### config.mk
export PLATFORM = sky130hd
export DESIGN_NAME = lsb_first_bit_packer_flat
export DESIGN_NICKNAME = d
export VERILOG_FILES = /design/src/sv/lsbp_pkg.sv /design/src/sv/lsbp_if.sv /design/src/sv/lsbp_step.sv /design/src/sv/lsb_first_bit_packer.sv /design/src/flat_wrapper.sv
export SDC_FILE = /design/constraint.sdc
export NUM_CORES = 1
export LEC_CHECK = 0
export BUFFER_PORTS_ARGS = -buffer_cell sky130_fd_sc_hd__buf_2
export CAP_MARGIN = 20
export CORE_UTILIZATION = 65
export DETAILED_ROUTE_END_ITERATION = 6
export GPL_TIMING_DRIVEN = 0
export PLACE_DENSITY = 0.86
export SYNTH_ARGS = -nofsm -noshare
export SYNTH_HDL_FRONTEND = slang
export SYNTH_SLANG_ARGS = --single-unit
### constraint.sdc
create_clock -name clk -period 9.5 [get_ports clk]
set_input_delay 0.475 -clock clk [delete_from_list [all_inputs] [get_ports clk]]
set_output_delay 0.475 -clock clk [all_outputs]
set_load 0.01 [all_outputs]
### src/sv/lsbp_pkg.sv
// Shared types and constants for the LSB-first bit packer.
package lsbp_pkg;

  typedef logic [1:0] op_t;

  localparam op_t OP_FIELD  = 2'd0;
  localparam op_t OP_UVARINT = 2'd1;
  localparam op_t OP_SVARINT = 2'd2;
  localparam op_t OP_FLUSH  = 2'd3;

  localparam int unsigned WORD_BITS = 32;
  localparam int unsigned MAX_RESULTS = 3;
  localparam logic [2:0] BYTES_FULL = 3'd4;
  localparam logic [5:0] WIDTH_MAX = 6'd32;

  // One append request to the shared step unit: the low n bits of bits.
  typedef struct packed {
    logic [31:0] bits;
    logic [5:0]  n;
  } step_req_t;

  // Outcome of one append: a completed word, if any, and the new buffer.
  typedef struct packed {
    logic        emit;
    logic [31:0] word;
    logic [31:0] pending;
    logic [4:0]  fill;
  } step_rsp_t;

endpackage

### src/sv/lsbp_if.sv
// Valid/ready channel interfaces for the packer's input and result items.
interface lsbp_in_if;
  logic        valid;
  logic        ready;
  logic [1:0]  operation;
  logic [63:0] value;
  logic [5:0]  width;

  modport source (output valid, operation, value, width, input ready);
  modport sink   (input valid, operation, value, width, output ready);
endinterface

interface lsbp_out_if;
  logic        valid;
  logic        ready;
  logic [31:0] word;
  logic [2:0]  byte_count;
  logic        last;

  modport source (output valid, word, byte_count, last, input ready);
  modport sink   (input valid, word, byte_count, last, output ready);
endinterface

### src/sv/lsbp_step.sv
// Shared shift-and-merge unit that appends up to 32 bits to the bit buffer.
module lsbp_step (
  input  logic              [31:0] pending,
  input  logic              [4:0]  fill,
  input  lsbp_pkg::step_req_t      req,
  output lsbp_pkg::step_rsp_t      rsp
);

  logic [63:0] acc;
  logic [5:0]  fill_sum;

  // Place the new bits just above the pending ones.
  assign acc      = {32'd0, pending} | ({32'd0, req.bits} << fill);
  assign fill_sum = {1'b0, fill} + req.n;

  always_comb begin
    rsp.emit = fill_sum[5];
    rsp.word = acc[31:0];
    rsp.fill = fill_sum[4:0];
    if (fill_sum[5]) begin
      rsp.pending = acc[63:32];
    end else begin
      rsp.pending = acc[31:0];
    end
  end

endmodule

### src/sv/lsb_first_bit_packer.sv
// Top level of the LSB-first bit packer with varint coding.
// Items arrive on req (operation, value, width) and leave on rsp as 32-bit
// words, the earliest stream bit at bit 0, with byte_count valid low bytes
// and last set on the final result that an input item causes.
// The block takes one input item at a time. It is ready only when idle; an
// accepted item then spends its work cycles in one shared append unit that
// merges up to 32 bits into the 32-bit buffer per cycle.
// A field or a flush is worked in one go; a varint is worked byte group by
// byte group, each nonzero group and then the closing zero bit.
// Completed words (at most three per item) gather in a small result queue
// and are offered one per cycle while the receiver is ready, once the work
// is done; the block is ready again in the cycle after the last result is
// taken, or directly after the work when the item causes no result.
// A stalled receiver simply holds the block in its result phase: the
// offered result stays in place until it is taken, and nothing is lost.
// Reset (synchronous, active high) empties the buffer and the queue and
// returns the block to idle.
module lsb_first_bit_packer (
  input  logic       clk,
  input  logic       rst,
  lsbp_in_if.sink    req,
  lsbp_out_if.source rsp
);

  localparam logic [1:0] ST_IDLE = 2'd0;
  localparam logic [1:0] ST_WORK = 2'd1;
  localparam logic [1:0] ST_SEND = 2'd2;

  logic [1:0]  state;
  logic [1:0]  state_next;
  logic [1:0]  op;
  logic [63:0] v;
  logic [5:0]  wsat;
  logic [31:0] pending;
  logic [31:0] pending_next;
  logic [4:0]  fill;
  logic [4:0]  fill_next;

  // Result queue: completed words wait here until the item is finished.
  logic [31:0] q_word  [lsbp_pkg::MAX_RESULTS];
  logic [2:0]  q_bytes [lsbp_pkg::MAX_RESULTS];
  logic [1:0]  cnt;
  logic [1:0]  cnt_next;
  logic [1:0]  rd;

  lsbp_pkg::step_req_t step_req;
  lsbp_pkg::step_rsp_t step_rsp;

  logic        push;
  logic [31:0] push_word;
  logic [2:0]  push_bytes;
  logic        work_done;
  logic        v_zero;
  logic [31:0] field_mask;
  logic [5:0]  width_in;
  logic [31:0] zz_src;
  logic [31:0] zz;
  logic [5:0]  flush_sum;

  lsbp_step u_step (
    .pending (pending),
    .fill    (fill),
    .req     (step_req),
    .rsp     (step_rsp)
  );

  assign req.ready = (state == ST_IDLE);

  // Width saturates at 32; zigzag maps the sign into bit 0.
  assign width_in = (req.width > lsbp_pkg::WIDTH_MAX) ? lsbp_pkg::WIDTH_MAX : req.width;
  assign zz_src   = req.value[31:0];
  assign zz       = {zz_src[30:0], 1'b0} ^ {32{zz_src[31]}};

  assign v_zero     = (v == 64'd0);
  assign field_mask = 32'hFFFF_FFFF >> (lsbp_pkg::WIDTH_MAX - wsat);
  assign flush_sum  = {1'b0, fill} + 6'd7;

  // Sequencer: choose what the shared append unit does this cycle.
  always_comb begin
    step_req     = '0;
    pending_next = pending;
    fill_next    = fill;
    push         = 1'b0;
    push_word    = step_rsp.word;
    push_bytes   = lsbp_pkg::BYTES_FULL;
    work_done    = 1'b0;
    if (state == ST_WORK) begin
      case (op)
        lsbp_pkg::OP_FIELD: begin
          work_done = 1'b1;
          if (wsat != 6'd0) begin
            step_req.bits = v[31:0] & field_mask;
            step_req.n    = wsat;
            pending_next  = step_rsp.pending;
            fill_next     = step_rsp.fill;
            push          = step_rsp.emit;
          end
        end
        lsbp_pkg::OP_UVARINT, lsbp_pkg::OP_SVARINT: begin
          // One group per cycle: a one flag then the low byte; a zero bit ends it.
          if (!v_zero) begin
            step_req.bits = {23'd0, v[7:0], 1'b1};
            step_req.n    = 6'd9;
          end else begin
            step_req.bits = 32'd0;
            step_req.n    = 6'd1;
            work_done     = 1'b1;
          end
          pending_next = step_rsp.pending;
          fill_next    = step_rsp.fill;
          push         = step_rsp.emit;
        end
        default: begin
          work_done = 1'b1;
          if (fill != 5'd0) begin
            push         = 1'b1;
            push_word    = pending;
            push_bytes   = flush_sum[5:3];
            pending_next = 32'd0;
            fill_next    = 5'd0;
          end
        end
      endcase
    end
  end

  assign cnt_next = push ? cnt + 2'd1 : cnt;

  always_comb begin
    state_next = state;
    case (state)
      ST_IDLE: begin
        if (req.valid) begin
          state_next = ST_WORK;
        end
      end
      ST_WORK: begin
        if (work_done) begin
          state_next = (cnt_next != 2'd0) ? ST_SEND : ST_IDLE;
        end
      end
      ST_SEND: begin
        if (rsp.ready && rsp.last) begin
          state_next = ST_IDLE;
        end
      end
      default: begin
        state_next = ST_IDLE;
      end
    endcase
  end

  always_ff @(posedge clk) begin
    if (rst) begin
      state   <= ST_IDLE;
      pending <= 32'd0;
      fill    <= 5'd0;
      cnt     <= 2'd0;
      rd      <= 2'd0;
    end else begin
      state   <= state_next;
      pending <= pending_next;
      fill    <= fill_next;
      if (state == ST_WORK) begin
        cnt <= cnt_next;
      end else if (state == ST_SEND && rsp.ready) begin
        if (rsp.last) begin
          cnt <= 2'd0;
          rd  <= 2'd0;
        end else begin
          rd <= rd + 2'd1;
        end
      end
    end
  end

  // Payload registers: the item under work and the queued results.
  always_ff @(posedge clk) begin
    if (state == ST_IDLE && req.valid) begin
      op   <= req.operation;
      wsat <= width_in;
      if (req.operation == lsbp_pkg::OP_SVARINT) begin
        v <= {32'd0, zz};
      end else begin
        v <= req.value;
      end
    end else if (state == ST_WORK && !v_zero) begin
      v <= v >> 8;
    end
    if (push) begin
      q_word[cnt]  <= push_word;
      q_bytes[cnt] <= push_bytes;
    end
  end

  assign rsp.valid      = (state == ST_SEND);
  assign rsp.word       = q_word[rd];
  assign rsp.byte_count = q_bytes[rd];
  assign rsp.last       = (rd == cnt - 2'd1);

endmodule

### src/flat_wrapper.sv
// flat-port wrapper written by rule: the top's interface ports become plain ports
module lsb_first_bit_packer_flat 
  (clk, rst, req_valid, req_operation, req_value, req_width, req_ready, rsp_valid, rsp_word, rsp_byte_count, rsp_last, rsp_ready);
  lsbp_in_if req_i ();
  lsbp_out_if rsp_i ();
  input  logic clk;
  input  logic rst;
  input wire logic [$bits(req_i.valid)-1:0] req_valid;
  input wire logic [$bits(req_i.operation)-1:0] req_operation;
  input wire logic [$bits(req_i.value)-1:0] req_value;
  input wire logic [$bits(req_i.width)-1:0] req_width;
  output wire logic [$bits(req_i.ready)-1:0] req_ready;
  output wire logic [$bits(rsp_i.valid)-1:0] rsp_valid;
  output wire logic [$bits(rsp_i.word)-1:0] rsp_word;
  output wire logic [$bits(rsp_i.byte_count)-1:0] rsp_byte_count;
  output wire logic [$bits(rsp_i.last)-1:0] rsp_last;
  input wire logic [$bits(rsp_i.ready)-1:0] rsp_ready;
  assign req_i.valid = req_valid;
  assign req_i.operation = req_operation;
  assign req_i.value = req_value;
  assign req_i.width = req_width;
  assign req_ready = req_i.ready;
  assign rsp_valid = rsp_i.valid;
  assign rsp_word = rsp_i.word;
  assign rsp_byte_count = rsp_i.byte_count;
  assign rsp_last = rsp_i.last;
  assign rsp_i.ready = rsp_ready;
  lsb_first_bit_packer u_core (.clk(clk), .rst(rst), .req(req_i), .rsp(rsp_i));
endmodule
# == Word level (Yosys, flattened, before mapping) ==
# Memories as Yosys holds them, arrays and structs flattened. A register that Yosys moved wholly into a read port is not among the register bits.
# Index checks and enable logic that the tools add are counted.
# word_totals
mem_count,2
elab_cells,97
output_inout_bits,38
mem_bits_rw,105
reg_bits,115
inputBits,76
# memory_table
memory,depth,width,read_ports,rd_clocked_by_memory_dff,wr,line,text
u_core.q_word,3,32,1,1,1,lsb_first_bit_packer.sv:40,logic [31:0] q_word [lsbp_pkg::MAX_RESULTS];
u_core.q_bytes,3,3,1,1,1,lsb_first_bit_packer.sv:41,logic [2:0] q_bytes [lsbp_pkg::MAX_RESULTS];
# op_classes
shift,2
order_cmp,1
mux,43
bitwise,4
n_reduce_logical,21
n_addsub,6
eq_ne,10
# op_table
cell,n
32-bit 2-to-1 mux,6
64-bit 2-to-1 mux,3
38-bit 2-to-1 mux,2
38-bit one-hot mux with 2 select lines,1
64-bit zero test,1
32-bit by 64-bit bitwise OR with 64-bit output,1
32-bit one-hot mux with 2 select lines,1
32-bit by 5-bit left shift with 64-bit output,1
32-bit bitwise AND,1
"32-bit by 6-bit >> shifter with 32-bit output, first input constant",1
32-bit XOR,1
2-bit 2-to-1 mux,13
15-bit 2-to-1 mux,1
5-bit 2-to-1 mux,2
5-bit one-hot mux with 2 select lines,1
3-bit 2-to-1 mux,3
1-bit 2-to-1 mux,8
2-bit nonzero test,4
"5-bit by 3-bit adder with 6-bit output, second input constant",1
5-bit by 6-bit adder with 6-bit output,1
"2-bit equality test, second input constant",3
"6-bit > comparator, second input constant",1
"2-bit by 1-bit != test with 1-bit output, second input constant",3
2-bit one-hot mux with 3 select lines,1
18 further kinds,26

# == Depth between registers and ports, before layout ==
# Gate-level depths: netlist of run 1.
# depth
word_depth,15
depth_mapped,19
mapped_depth_nobuf,16

# == By module ==
# A second synthesis of run 1 with hierarchy kept.
# unflattened
cells_unflattened,1235
area_unflattened_um2,13131.3
# by_module_without_submodules
mod,n_inst,area_each_um2,cells_per_inst,seq_area_each_um2
lsb_first_bit_packer,1,10382.5,930,6216.0
lsbp_step,1,2748.9,305,0.0

# == Worst setup path before layout of run 1 ==
# Ideal clock, no wire load.
# synth_path
path_kind,reg-to-reg
from,register u_core.v[24]
to,"register u_core.v[0], enable pin"
arrival_ns,5.140
stages_incl_launch_ff,5
n_path_buf,0
period_less_slack_ns,5.714
required_ns,8.926
setup_time_ns,0.574
setup_slack_ns,3.786
cell_sequence,edfxtp_1 -> nor4_1 -> nand4_1 -> nor4_1 -> o21ai_0
# synth_via
elab_chain_len,4
# synth_lines
element,line,text
start: declaration,lsb_first_bit_packer.sv:32,logic [63:0] v;
start signal: assignment,lsb_first_bit_packer.sv:183,"v <= {32'd0, zz};"
start signal: assignment,lsb_first_bit_packer.sv:185,v <= req.value;
start signal: assignment,lsb_first_bit_packer.sv:188,v <= v >> 8;
64-bit zero test,lsb_first_bit_packer.sv:74,assign v_zero = (v == 64'd0);
1-bit zero test,-,
1-bit logical AND,lsb_first_bit_packer.sv:187,end else if (state == ST_WORK && !v_zero) begin
2-bit nonzero test (no line),-,
# Every way passes these cells.
# A chain may end at the register's enable or synchronous reset.

# == Final worst setup path of run 1 ==
# layout_path
from,register u_core.v[53]
to,register u_core.pending[8]
# layout_via
elab_chain_len,9
word_cells_on_any_way,10
classes_between,1 x add/sub; 1 x shift; 6 x mux; 1 x bitwise; 1 x reduce/logical
# layout_lines
element,line,text
64-bit zero test (*),lsb_first_bit_packer.sv:74,
15-bit 2-to-1 mux (*),lsb_first_bit_packer.sv:101,if (!v_zero) begin
38-bit one-hot mux with 2 select lines (*),lsb_first_bit_packer.sv:88,case (op)
38-bit 2-to-1 mux (*),lsb_first_bit_packer.sv:87,if (state == ST_WORK) begin
32-bit by 5-bit left shift with 64-bit output,lsbp_step.sv:13,"assign acc = {32'd0, pending} | ({32'd0, req.bits} << fill);"
32-bit by 64-bit bitwise OR with 64-bit output,lsbp_step.sv:13,
32-bit 2-to-1 mux (*),lsbp_step.sv:20,if (fill_sum[5]) begin
32-bit 2-to-1 mux,lsb_first_bit_packer.sv:91,if (wsat != 6'd0) begin
32-bit one-hot mux with 2 select lines (*),lsb_first_bit_packer.sv:88,
end signal: assignment,lsb_first_bit_packer.sv:162,pending <= pending_next;
end: declaration,lsb_first_bit_packer.sv:34,logic [31:0] pending;
# Mark *: on every way between the ends. The rest lies on a longest branch, timed or not. The select of a mux whose other input is x is not followed.

==> results of run 1 <==
[cell usage in the layout, fill, tap and decap left out, drive strengths merged, types with 18 or more instances in the layout]
cell type / Yosys / final
a21oi: 77 / 77
buf: 27 / 140
clkbuf: 77 / 110
dfxtp: 45 / 45
edfxtp: 177 / 177
inv: 27 / 27
mux2i: 57 / 57
nand2: 206 / 206
nand3: 52 / 52
nor2: 109 / 109
nor3: 19 / 19
nor4: 24 / 24
o211ai: 20 / 20
o21ai: 126 / 126
o22ai: 18 / 18
xnor2: 36 / 36
[stage by stage]
stage | hold WS (ps) | util | std cells
2_1_floorplan | 420 | - | 1401
3_3_place_gp | 428 | 0.713 | 1777
3_5_place_dp | 445 | 0.715 | 1780
4_1_cts | 129 | 0.753 | 1820
5_1_grt | 141 | 0.754 | 1823
6_report | 134 | 0.754 | 1823
[synthesized netlist by cell type (6+ instances only)]
master,n,area [sq um]
o22a_1,7,61.3
o211a_1,8,80.1
nand2_1,206,773
a21oi_1,77,385
a211oi_1,10,75.1
inv_1,27,101
mux2_2,7,78.8
o311ai_0,6,52.6
a22o_1,6,52.6
edfxtp_1,177,5320
o31ai_1,11,82.6
nand4_1,8,50.1
mux2i_1,57,571
o22ai_1,18,113
a22oi_1,11,82.6
nand3_1,52,260
o21a_1,15,113
a21o_1,10,75.1
o211ai_1,20,150
nor2_1,109,409
nor4_1,24,150
and3_1,13,81.3
nor3_1,19,95.1
o21ai_0,124,621
o21bai_1,12,90.1
o2bb2ai_1,6,52.6
a31oi_1,13,81.3
xnor2_1,36,315
a32oi_1,10,87.6
buf_1,22,82.6
nand2b_1,16,100
dfxtp_1,45,901
and2_1,11,68.8
nor2b_1,13,81.3
a221oi_1,7,61.3
ha_1,14,175
clkbuf_1,77,289
a32o_1,7,70.1
[routing by layer]
metal  vias to the layer above  global-route usage  routed length [microns]
met5                         -                   0                        0
li1                       5540                   -                        -
met4                         0               0.308                     3610
met1                      5804               0.464                    14900
met3                       254              0.0874                     3880
met2                       877               0.707                    20100
[report_power, final]
part | leakage, uW | internal [uW] | switching, uW | total (uW)
clock | 0.000358 | 527 | 362 | 889
combinational | 0.00288 | 100 | 203 | 304
sequential | 0.00205 | 1110 | 46.3 | 1150
total | 0.00530 | 1740 | 611 | 2350
[logic make-up after synthesis]
| logic type | after synthesis | share of synthesized area |
|---|---|---|
| AND/OR/NAND/NOR | 498 | 0.174 |
| AO/OA/AOI/OAI | 429 | 0.218 |
| flip-flops | 222 | 0.474 |
| buffers and inverters | 132 | 0.0397 |
| multiplexers | 67 | 0.0546 |
| XOR/XNOR | 38 | 0.0254 |
| adder cells (fa/ha/maj) | 15 | 0.0149 |
[registers in the layout (all words and copies together), names as in the netlist, named ones only]
name and cells:
u_core.fill 5, u_core.q_bytes 9, u_core.cnt 2, u_core.pending 32, u_core.rd 2, u_core.v 64, u_core.state 2, u_core.wsat 6
u_core.op 2, u_core.q_word 96
[cell type report]
class | count | area [sq um] | share of cell area
plain buffers | 104 | 415 | 0.0280
clock buffers | 30 | 601 | 0.0405
clock inverters | 10 | 141 | 0.00954
inverters | 28 | 105 | 0.00709
multi-input cells | 1047 | 6400 | 0.432
flip-flops and latches | 222 | 6220 | 0.419
well taps | 265 | 332 | 0.0224
repair buffers | 117 | 613 | 0.0414
[how the worst max path moves through the flow]
stage          cells past startpoint    startpoint                end  slack [ps]
6_report                          17  u_core.v[53]  u_core.pending[8]        3850
5_1_grt                           17  u_core.v[24]  u_core.pending[8]        3550
4_1_cts                           17  u_core.v[24]  u_core.pending[8]        3980
3_5_place_dp                      17  u_core.v[24]  u_core.pending[8]        4050
3_3_place_gp                       4  u_core.v[24]       u_core.v[16]        2120
2_1_floorplan                      4  u_core.v[24]        u_core.v[0]        3790
==> impl_metrics.toml, run 1 <==
[min_path]
whs_path_depth = 1
min_path_type = "in2reg"
hold_path.startpoint = "req_operation[0]"
min_to = "u_core.op[0]"

[floorplan]
die-area_sq_um = 20800
die-width_microns = 144
chipHeight_microns = 144
initial_core_util = 0.668
core_area_sq_um = 19700
fp-row-count = 51
io_pins = 114

[setup_path]
r2r-start = "u_core.v[53]"
critPathMaxFanout = 10
ff2ff_setup_slack_ps = 3850
crit_path_start_kind = "flop"
crit_family = "simple AND/OR/NAND/NOR gates"
end_kind = "flop"
slowest_stage = "nor3_1"
reg2regPathDepth = 17
cp.buffers_inverters = 3
worst_path_largest_cell_delay_ps = 690
timing.rr.end = "u_core.pending[8]"
worstSetupPathType = "reg2reg"
arrival_ps = 6080
crit_path_cell_trace = "nor4_1 > nand4_1 > nor4_1 > buf_2 > o21ai_0 > ha_1 > o21ai_0 > o21a_1 > o22a_1 > nor3_1 > or2_2 > clkbuf_1 > clkbuf_1 > nand2_1 > o31ai_1 > a31oi_1 > o22ai_1"
required_ps = 9930

[drt]
ant_nets = 0
drt-vias-per-instance = 6.84
avgRoutedWirePerCell_microns = 23.3
drt_iter0_drc = 1602
drt-total-wl_microns = 42500
drc = 0
dr.pass1.iters = 7
dr_total_vias = 12475

[clocking]
clkTransAtPathRegs_ps = 70
post_cts_buffers = 0
clk_path_buf_depth = 3
htree_levels = 1
cts.repair.resized = 0
hold_buffers = 0
numCtsBuffers = 22
cts_tree = "yes"
cts.sinks = 222
cts_root_buf = "clkbuf_16"
clk_latency_ps = 520

[flow_run]
cap_violations = 0

[placement]
port_buffers = 111
routabilityCongestion = 1.09
dp_hpwl_microns = 31600
placed_area_sq_um = 14100
dp_slack_ps = 4050

[timing]
clock.fmax_mhz = 177
rsz0062_at_grt = "no"
timing.setup.tns_ps = 0
report.final.slew_viol_count = 0
hold_viol_final = 0
period_minus_slack_ps = 5650
skew_ps = 21.4
max_slew.worst_pin.slew_ps = 1030
post-route-period-util = 0.595
setup_viol = 0
max-slew-margin-rel = 0.312
fin_ws_ps = 3850

[layout]
design_area_sq_um = 14800
syn2layout_area_growth_pct = 13.0
nFillCells = 1350
antennaDiodeCount = 0
drive_above_1_share = 0.121
finalNetCount = 1633

[synth]
synthFlopType = "edfxtp_1"
ys_warn_count = 0
syn_avg_cell_area_sq_um = 9.37
ys_seq_area_frac = 0.474
async_reset_ff_frac = 0
synth-edff-count = 177
ys_ff_latch = 222
syn_inst = 1401
netlist_area_sq_um = 13100
synth_cell_type_count = 78
syn_nets = 1492

[power]
vdd_drop_max_mv = 0.171
p_total_uw = 2350
p_per_area_nw_per_um2 = 158
power_leakage_uw = 0.00530

[global_route]
grt_pass1_vias = 11830
grt_pass1_wl_microns = 64800
gr-total-overflow = 0
grt_usage = 0.417
antenna_found_initial = 0
grt_max_degree = 36

[outcome]
status = "finished clean"
Power figures use the tool's default switching activity.
==> run 2: changes to the inputs <==
- CORE_UTILIZATION: 65 -> 61
- PLACE_DENSITY: 0.86 -> 0.81
- clock period: 9.5 -> 5.77 ns (I/O delays scaled with it)
==> impl_metrics.toml, run 2 (synthesis gave the netlist of run 1 again) <==
[setup_path]
arrival_ps = 6030
crit_path_start_kind = "flop"
critPathMaxFanout = 10
worstSetupPathType = "reg2reg"
end_kind = "flop"
required_ps = 6210

[power]
power_leakage_uw = 0.00532
p_total_uw = 3920
p_per_area_nw_per_um2 = 263
vdd_drop_max_mv = 0.306

[timing]
post-route-period-util = 0.968
skew_ps = 19.3
clock.fmax_mhz = 179
period_minus_slack_ps = 5590
setup_viol = 0
report.final.slew_viol_count = 0
timing.setup.tns_ps = 0
max_slew.worst_pin.slew_ps = 1240
hold_viol_final = 0
rsz0062_at_grt = "no"
max-slew-margin-rel = 0.164

[layout]
syn2layout_area_growth_pct = 13.4
final_cell_mix = "nand2_1, edfxtp_1, o21ai_0"
final_cells = 1835
design_area_sq_um = 14900
final_common_cell = "nand2_1"
largest_reg_flops = 96
antennaDiodeCount = 0
regMostFlops = "u_core.q_word"
drive_above_1_share = 0.124
finalNetCount = 1634
reg_top3 = "u_core.q_word (96), u_core.v (64), u_core.pending (32)"

[drt]
drt-total-wl_microns = 44100
avgRoutedWirePerCell_microns = 24.0
dr_total_vias = 12361
drc = 0
dr.pass1.iters = 7
drt-vias-per-instance = 6.74
drt_iter0_drc = 1319
ant_nets = 0

[global_route]
antenna_found_initial = 0
grt_max_degree = 36
grt_pass1_vias = 12009
grt_usage = 0.400
grt_pass1_wl_microns = 67100
gr-total-overflow = 0

[placement]
dp_cells = 1791
placed_area_sq_um = 14100
dp_hpwl_microns = 32900
routabilityCongestion = 1.04
port_buffers = 111

[floorplan]
initial_core_util = 0.622
io_pins = 114
fp-row-count = 53
die-area_sq_um = 22100
chipHeight_microns = 149
die-width_microns = 149
core_area_sq_um = 21100

[clocking]
clkTransAtPathRegs_ps = 70
clk_latency_ps = 540
cts_root_buf = "clkbuf_16"
clk_path_buf_depth = 3
cts.sinks = 222
numCtsBuffers = 23
cts_tree = "yes"
htree_levels = 1

[outcome]
status = "finished clean"

[min_path]
min_path_type = "in2reg"

[flow_run]
cap_violations = 0
[run 2: cell count changes in the layout (fill, tap and decap cells not counted), moves of 3 or more]
| cell | delta |
|---|---|
| clkbuf_1 | -4 |
| clkbuf_4 | -3 |
| bufinv_16 | -3 |
| clkbuf_16 | +3 |
[run 2: cell type report]
| class | count | area, sq um |
|---|---|---|
| Multi-Input combinational cell | 1047 | 6410 |
| Clock inverter | 11 | 88.8 |
| Tap cell | 275 | 344 |
| Clock buffer | 31 | 688 |
| Sequential cell | 222 | 6220 |
| Buffer | 104 | 415 |
| Fill cell | 1553 | 6200 |
| Inverter | 28 | 105 |
| Timing Repair Buffer | 117 | 616 |
[run 2: routing by layer]
layer / track usage / routed length (microns) / share of wire
met1: 0.470 / 16000 / 0.36
met2: 0.687 / 21400 / 0.48
met3: 0.0491 / 3630 / 0.082
met4: 0.270 / 3060 / 0.069
met5: 0 / 0 / 0
[run 2: path summary, 6_finish.rpt]
kind / from / endpoint / slack [ps] / depth (start not counted)
worst max-delay path: u_core.v[28] / u_core.pending[8] / 180 / 17
worst min-delay path: req_width[4] / u_core.wsat[4] / 40 / 2
worst max register to register: u_core.v[28] / u_core.pending[8] / 180 / 17
worst min register to register: u_core.pending[31] / u_core.pending[31] / 480 / 2
[run 2: timing repair]
item                                    CTS  global route
endpoints found under the setup margin    0            11
setup buffers                             0             0
hold endpoints to repair                  2             0
resized for setup                         0             2
hold buffers                              2             0
[run 2: worst max-delay path, cell delays in order, from the launching register on]
cell and delay (ps):
edfxtp_1 450, nor4_1 690, nand4_1 190, nor4_1 580, buf_2 290, o21ai_0 130, ha_1 330, o21ai_0 150
o21a_1 220, o22a_1 300, nor3_2 500, or2_2 210, clkbuf_1 280, clkbuf_1 590, nand2_1 190, o31ai_1 100
a31oi_1 80, o22ai_1 200
[run 2: stage by stage]
stage                      util  setup slack [ps]  hold WS [ps]
after floorplan               -              56.0           387
after global placement    0.665             -1600           428
final                     0.706               183          36.8
after global routing      0.706              13.1          49.3
after detailed placement  0.668               135           468
after CTS                 0.705               105          39.5
[run 2: power by group]
group | internal [uW] | switching (uW)
clock | 853 | 659
combinational | 166 | 335
sequential | 1820 | 78.2
